$ cat src/rtl/ancestry_tract_segmenter_unit_macros.svh
// Assertion macros for the ancestry tract segmenter unit.
// Needs clk and rst_n in the scope where the macros are used.
`ifndef ANCESTRY_TRACT_SEGMENTER_UNIT_MACROS_SVH
`define ANCESTRY_TRACT_SEGMENTER_UNIT_MACROS_SVH

// condition implies consequence in the same cycle
`define ATS_ASSERT_SAME(label, ante, cons, msg) \
  label: assert property (@(posedge clk) disable iff (!rst_n) (ante) |-> (cons)) \
    else $error(msg);

// condition implies consequence in the next cycle
`define ATS_ASSERT_NEXT(label, ante, cons, msg) \
  label: assert property (@(posedge clk) disable iff (!rst_n) (ante) |=> (cons)) \
    else $error(msg);

`endif

$ cat src/rtl/ats_pkg.sv
// Shared types and constants for the ancestry tract segmenter.
// No dependencies.
package ats_pkg;

  localparam int unsigned SAMPLE_W        = 10;
  localparam int unsigned CHROM_W         = 8;
  localparam int unsigned POS_W           = 32;
  localparam int unsigned ANC_W           = 8;
  localparam int unsigned NUM_SAMPLES_DEF = 1024;

  localparam logic [ANC_W-1:0]   ANC_MISSING  = 8'd255;
  localparam logic [2*ANC_W-1:0] PAIR_MISSING = {ANC_MISSING, ANC_MISSING};

  typedef enum logic {
    OP_OBSERVE = 1'b0,
    OP_CLOSE   = 1'b1
  } op_t;

  typedef enum logic [1:0] {
    MODE_NORMAL = 2'd0,
    MODE_FIRST  = 2'd1,
    MODE_CHROM  = 2'd2
  } mode_t;

  typedef struct packed {
    op_t                 opcode;
    logic [SAMPLE_W-1:0] sample_index;
    logic                record_start;
    logic [CHROM_W-1:0]  chrom_id;
    logic [POS_W-1:0]    position;
    logic [ANC_W-1:0]    anc_hap0;
    logic [ANC_W-1:0]    anc_hap1;
  } in_beat_t;

  typedef struct packed {
    logic [SAMPLE_W-1:0] tract_sample;
    logic [CHROM_W-1:0]  tract_chrom;
    logic [POS_W-1:0]    tract_start;
    logic [POS_W-1:0]    tract_end;
    logic [ANC_W-1:0]    tract_anc0;
    logic [ANC_W-1:0]    tract_anc1;
  } out_beat_t;

  typedef struct packed {
    logic [2*ANC_W-1:0] pair;
    logic [POS_W-1:0]   start;
  } entry_t;

  typedef struct packed {
    mode_t              mode;
    logic [CHROM_W-1:0] live_chrom;
    logic [CHROM_W-1:0] closing_chrom;
    logic [POS_W-1:0]   cur_pos;
    logic [POS_W-1:0]   mid;
  } rec_t;

endpackage

$ cat src/rtl/ats_rec.sv
// Record tracker: latches record position, chromosome, midpoint and mode.
// Depends on ats_pkg for the record state and mode types.
module ats_rec (
  input  logic                          clk,
  input  logic                          rst_n,
  input  logic                          rec_start,
  input  logic [ats_pkg::CHROM_W-1:0]   chrom_id,
  input  logic [ats_pkg::POS_W-1:0]     position,
  output ats_pkg::rec_t                 rec
);

  ats_pkg::mode_t                mode_r, mode_nxt;
  logic [ats_pkg::CHROM_W-1:0]   chrom_r, chrom_nxt;
  logic [ats_pkg::CHROM_W-1:0]   closing_r, closing_nxt;
  logic [ats_pkg::POS_W-1:0]     pos_r, pos_nxt;
  logic [ats_pkg::POS_W-1:0]     mid_r, mid_nxt;
  logic                          seen_r, seen_nxt;
  logic [ats_pkg::POS_W-1:0]     diff;

  assign diff = position - pos_r;

  always_comb begin
    mode_nxt    = mode_r;
    chrom_nxt   = chrom_r;
    closing_nxt = closing_r;
    pos_nxt     = pos_r;
    mid_nxt     = mid_r;
    seen_nxt    = seen_r;
    if (rec_start) begin
      pos_nxt = position;
      mid_nxt = pos_r + {1'b0, diff[ats_pkg::POS_W-1:1]};
      if (!seen_r) begin
        mode_nxt  = ats_pkg::MODE_FIRST;
        seen_nxt  = 1'b1;
        chrom_nxt = chrom_id;
      end else if (chrom_id != chrom_r) begin
        mode_nxt    = ats_pkg::MODE_CHROM;
        closing_nxt = chrom_r;
        chrom_nxt   = chrom_id;
      end else begin
        mode_nxt = ats_pkg::MODE_NORMAL;
      end
    end
  end

  always_ff @(posedge clk) begin
    if (!rst_n) begin
      mode_r    <= ats_pkg::MODE_NORMAL;
      chrom_r   <= '0;
      closing_r <= '0;
      pos_r     <= '0;
      mid_r     <= '0;
      seen_r    <= 1'b0;
    end else begin
      mode_r    <= mode_nxt;
      chrom_r   <= chrom_nxt;
      closing_r <= closing_nxt;
      pos_r     <= pos_nxt;
      mid_r     <= mid_nxt;
      seen_r    <= seen_nxt;
    end
  end

  assign rec.mode          = mode_r;
  assign rec.live_chrom    = chrom_r;
  assign rec.closing_chrom = closing_r;
  assign rec.cur_pos       = pos_r;
  assign rec.mid           = mid_r;

endmodule

$ cat config.mk
export PLATFORM = sky130hd
export DESIGN_NAME = ats_rec
export DESIGN_NICKNAME = d
export VERILOG_FILES = /design/src/rtl/ancestry_tract_segmenter_unit_macros.svh /design/src/rtl/ats_pkg.sv /design/src/rtl/ats_rec.sv
export SDC_FILE = /design/constraint.sdc
export NUM_CORES = 1
export LEC_CHECK = 0
export ABC_AREA = 1
export CORE_MARGIN = 4
export CORE_UTILIZATION = 55
export DETAILED_ROUTE_END_ITERATION = 16
export DONT_BUFFER_PORTS = 1
export MAX_ROUTING_LAYER = met4
export PLACE_DENSITY_LB_ADDON = 0.15
export SYNTH_ARGS = -nofsm -noshare
export SYNTH_HDL_FRONTEND = slang
export SYNTH_SLANG_ARGS = --single-unit
export TNS_END_PERCENT = 10
$ cat constraint.sdc
create_clock -name clk -period 4.82 [get_ports clk]
set_input_delay 1.205 -clock clk [delete_from_list [all_inputs] [get_ports clk]]
set_output_delay 1.205 -clock clk [all_outputs]
set_load 0.005 [all_outputs]
==> key figures <==
Outcome
  – Status: finished, final reports clean

STA
  – Tightest Pin Transition: 1150 ps
  – Post-route clock period utilization: 79.7%
  – Final setup fails: 0
  – Final hold vios: 0
  – Setup TNS: 0 ps
  – Crit path time final: 3840 ps
  – Max-slew violation count: 0
  – RSZ-0062 raised after global routing: no
  – Max transition margin: 23.3%
  – FMAX: roughly 260 MHz
  – Clock skew: 10.3 ps

Clock tree
  – Skew-Pair Late Insertion Delay: about 360 ps
  – Hold_buf cts: 0
  – Buffers inserted by post-CTS timing repair: 0
  – Clock sinks: 83
  – H-tree Lvls: 3
  – Clock transition at path regs: 60 ps
  – CTS resizes: 0
  – CTS tree: built
  – Clock buffer depth: 2
  – Root Driver: clkbuf_16
  – Num CTS Buffers: 9

Worst setup path
  – Critical path launch point type: input port
  – CP dominant cell by count: nand2_1
  – Worst path required time: 5080 ps
  – Crit. End Element: flip-flop
  – Slowest stage cell on the critical path: fa_1
  – CP peak stage delay: 400 ps
  – Crit Path Class: in -> reg
  – Critical Path AT: 4100 ps
  – Critical Path, Cell by Cell: nor2_1 -> inv_1 -> fa_1 -> nand2_1 -> nand2_1 -> nand3b_1 -> nand2_1 -> a21o_1 -> nand3_1 -> nand2_1 -> xor2_1 -> ha_1 -> nand2_1 -> nor2_1 -> nand2_1 -> nor3_1 -> nand2_1 -> nand3_1 -> nand3_1 -> nand2_1 -> inv_1
  – Top delay family on crit path: simple AND/OR/NAND/NOR gates
  – Max Fanout on Critical Path: 4
  – CP bufs+invs: 2

Placement
  – Port Buffers: 0
  – Global placer's final weighted congestion: around 0.93
  – HPWL Detailed: 16700 µm

Yosys
  – EDFF count, synth: 0
  – Post-synth net total: 1334
  – Post-synthesis sequential area ratio: 23.0%
  – Synth Cell Area: 7230 µm²
  – Yosys cell types: 34
  – Syn_area_per_cell: 5.90 µm²
  – Seq cells post-synth: 83
  – Post-Syn Instances: ~1.2k
  – Post-synthesis async set-or-reset flop share: 0%
  – Top_reg_cell synth: dfxtp_1
  – Synth warnings: 0

Global routing
  – GRT Util Overall: 28.7%
  – Largest net degree at the start of global routing: between 80 and 90
  – Initial antenna violation count: 0
  – First-pass GRT wire length: 33300 µm
  – Total grt overflow: 0
  – Vias in the first global route: around 7k

Pwr
  – P per Cell Area: 357 nW/µm²
  – Sw Ratio: 41.1%
  – Peak supply drop: approximately 0.17 mV
  – Flop pwr share: 30.1%
  – Overall Power: 0.00275 W
  – NetSw: 0.00113 W
  – Leak: 4.08 nW
  – Pint: ~0.0016 W
  – Comb pwr share: 41.1%
  – Clock share of power: 28.8%

Floorplan
  – Core area: 12800 µm²
  – Overall die width: around 120 µm
  – Full die area: 15100 µm²
  – Std cell rows: 41
  – Top-Level Pins: 125
  – Initial Util: 56.6%
  – Die Height: 123 µm

Routing
  – Routed wl met2: 9490 µm
  – Routed wl met3: between 1000 and 1500 µm
  – Final antenna-violating net count: 0
  – Iteration-0 DRC Markers: 454
  – DR WL/cell: 14.7 µm
  – DR vias: 7242
  – Routed WL: 20500 µm
  – DRC: 0
  – M1 WL: 9460 µm
  – Max Used Layer: met4
  – Post-DR vias/cell: 5.20
  – Drt pass-1 iters: 5

Min path
  – Min-Delay Path Class: reg -> reg

Finish
  – # diodes: 0
  – Layout area overhead: 6.38%
  – Commonest non-fill, non-tap cell in the layout: nand2_1
  – NumNets Final: ~1.3k
  – Layout cells sized above 1: under 10%
  – Filler cells: 1329
  – Most frequent cells in the layout: 359 x nand2_1, 197 x inv_1, 152 x nor2_1, 107 x a21oi_1, 83 x dfxtp_1

Job
  – MaxCap Viol Count: 0
cells in the mapped netlist, types with 2 or more instances:
library cell  instances  area [µm²]
nand4_1               5        31.3
nand3b_1              8        60.1
and2_1                2        12.5
xnor2_1              10        87.6
o21bai_1              4        30.0
clkinv_1              2        7.51
fa_1                  2        40.0
xor2_1               35         307
a21oi_1             107         536
a21o_1                5        37.5
clkbuf_1             21        78.8
nor4_1                4        25.0
nand2_2               4        25.0
nand3_1              70         350
nor2_1              152         571
inv_1               197         739
nor3_2                2        20.0
o211ai_1              2        15.0
ha_1                 62         776
o21a_1                2        15.0
nand2_1             359        1350
nor3_1                8        40.0
o21ai_0              71         355
dfxtp_1              83        1660
power by group through the flow:
stage	sequential (W)	combinational [W]	clock, W
CTS	0.000828	0.00112	0.000801
finish	0.000826	0.00113	0.000792
detailed placement	0.000842	0.00111	0
floorplan	0.000815	0.000877	0
global placement	0.000841	0.00111	0
global route	0.000836	0.00130	0.000834
kinds of logic (layout without fill, tap and decap cells):
logic type | after synthesis | count (layout) | synth area share (%)
flip-flops | 83 | 83 | 23.0
adder cells (fa/ha/maj) | 64 | 64 | 11.3
XOR/XNOR | 45 | 45 | 5.45
AND/OR/NAND/NOR | 618 | 618 | 34.8
buffers and inverters | 223 | 216 | 11.6
AO/OA/AOI/OAI | 194 | 194 | 13.9
stage by stage:
| stage | hold WS, ps | setup slack [ps] | utilization, % | instances | area [µm²] |
|---|---|---|---|---|---|
| 2_1_floorplan | 458 | 1090 | - | 1227 | 7230 |
| 3_3_place_gp | 471 | 663 | 57.6 | 1376 | 7360 |
| 3_5_place_dp | 476 | 604 | 57.6 | 1376 | 7360 |
| 4_1_cts | 485 | 967 | 60.3 | 1392 | 7700 |
| 5_1_grt | 504 | 591 | 60.3 | 1392 | 7700 |
| 6_report | 482 | 978 | 60.3 | 1392 | 7700 |
sequential cells by signal, indices dropped and copies added (netlist names):
| signal | flops |
|---|---|
| seen_r | 1 |
| mid_r | 32 |
| mode_r | 2 |
| closing_r | 8 |
| pos_r | 32 |
| chrom_r | 8 |
final timing paths:
check | from | endpoint | slack (ps) | cells past startpoint
hold / removal | closing_r[6] | closing_r[6] | 480 | 2
hold reg to reg | closing_r[6] | closing_r[6] | 480 | 2
setup reg to reg | pos_r[11] | mid_r[28] | 1360 | 20
setup / recovery | position[0] | mid_r[27] | 980 | 21
metal layers:
metal  up-vias  global-route usage [%]
li1       3846                       -
met1      3162                    36.5
met2       209                    47.4
met3        25                    4.19
met4         0                    8.12
met5         -                       -
cell type report:
type / count / area, µm² / area share, %
tap: 172 / 215 / 2.80
clock buffer: 10 / 239 / 3.11
sequential: 83 / 1660 / 21.6
clock inverter: 6 / 95.1 / 1.24
inverter: 200 / 751 / 9.75
multi-input combinational: 921 / 4730 / 61.5
worst min-delay path: cells and delay by family (launching register included):
family / cells / cell delay, ps
compound gates: 1 / 50
flops: 1 / 320
simple gates: 1 / 60
Note: power is estimated with default switching activity, not from simulation.
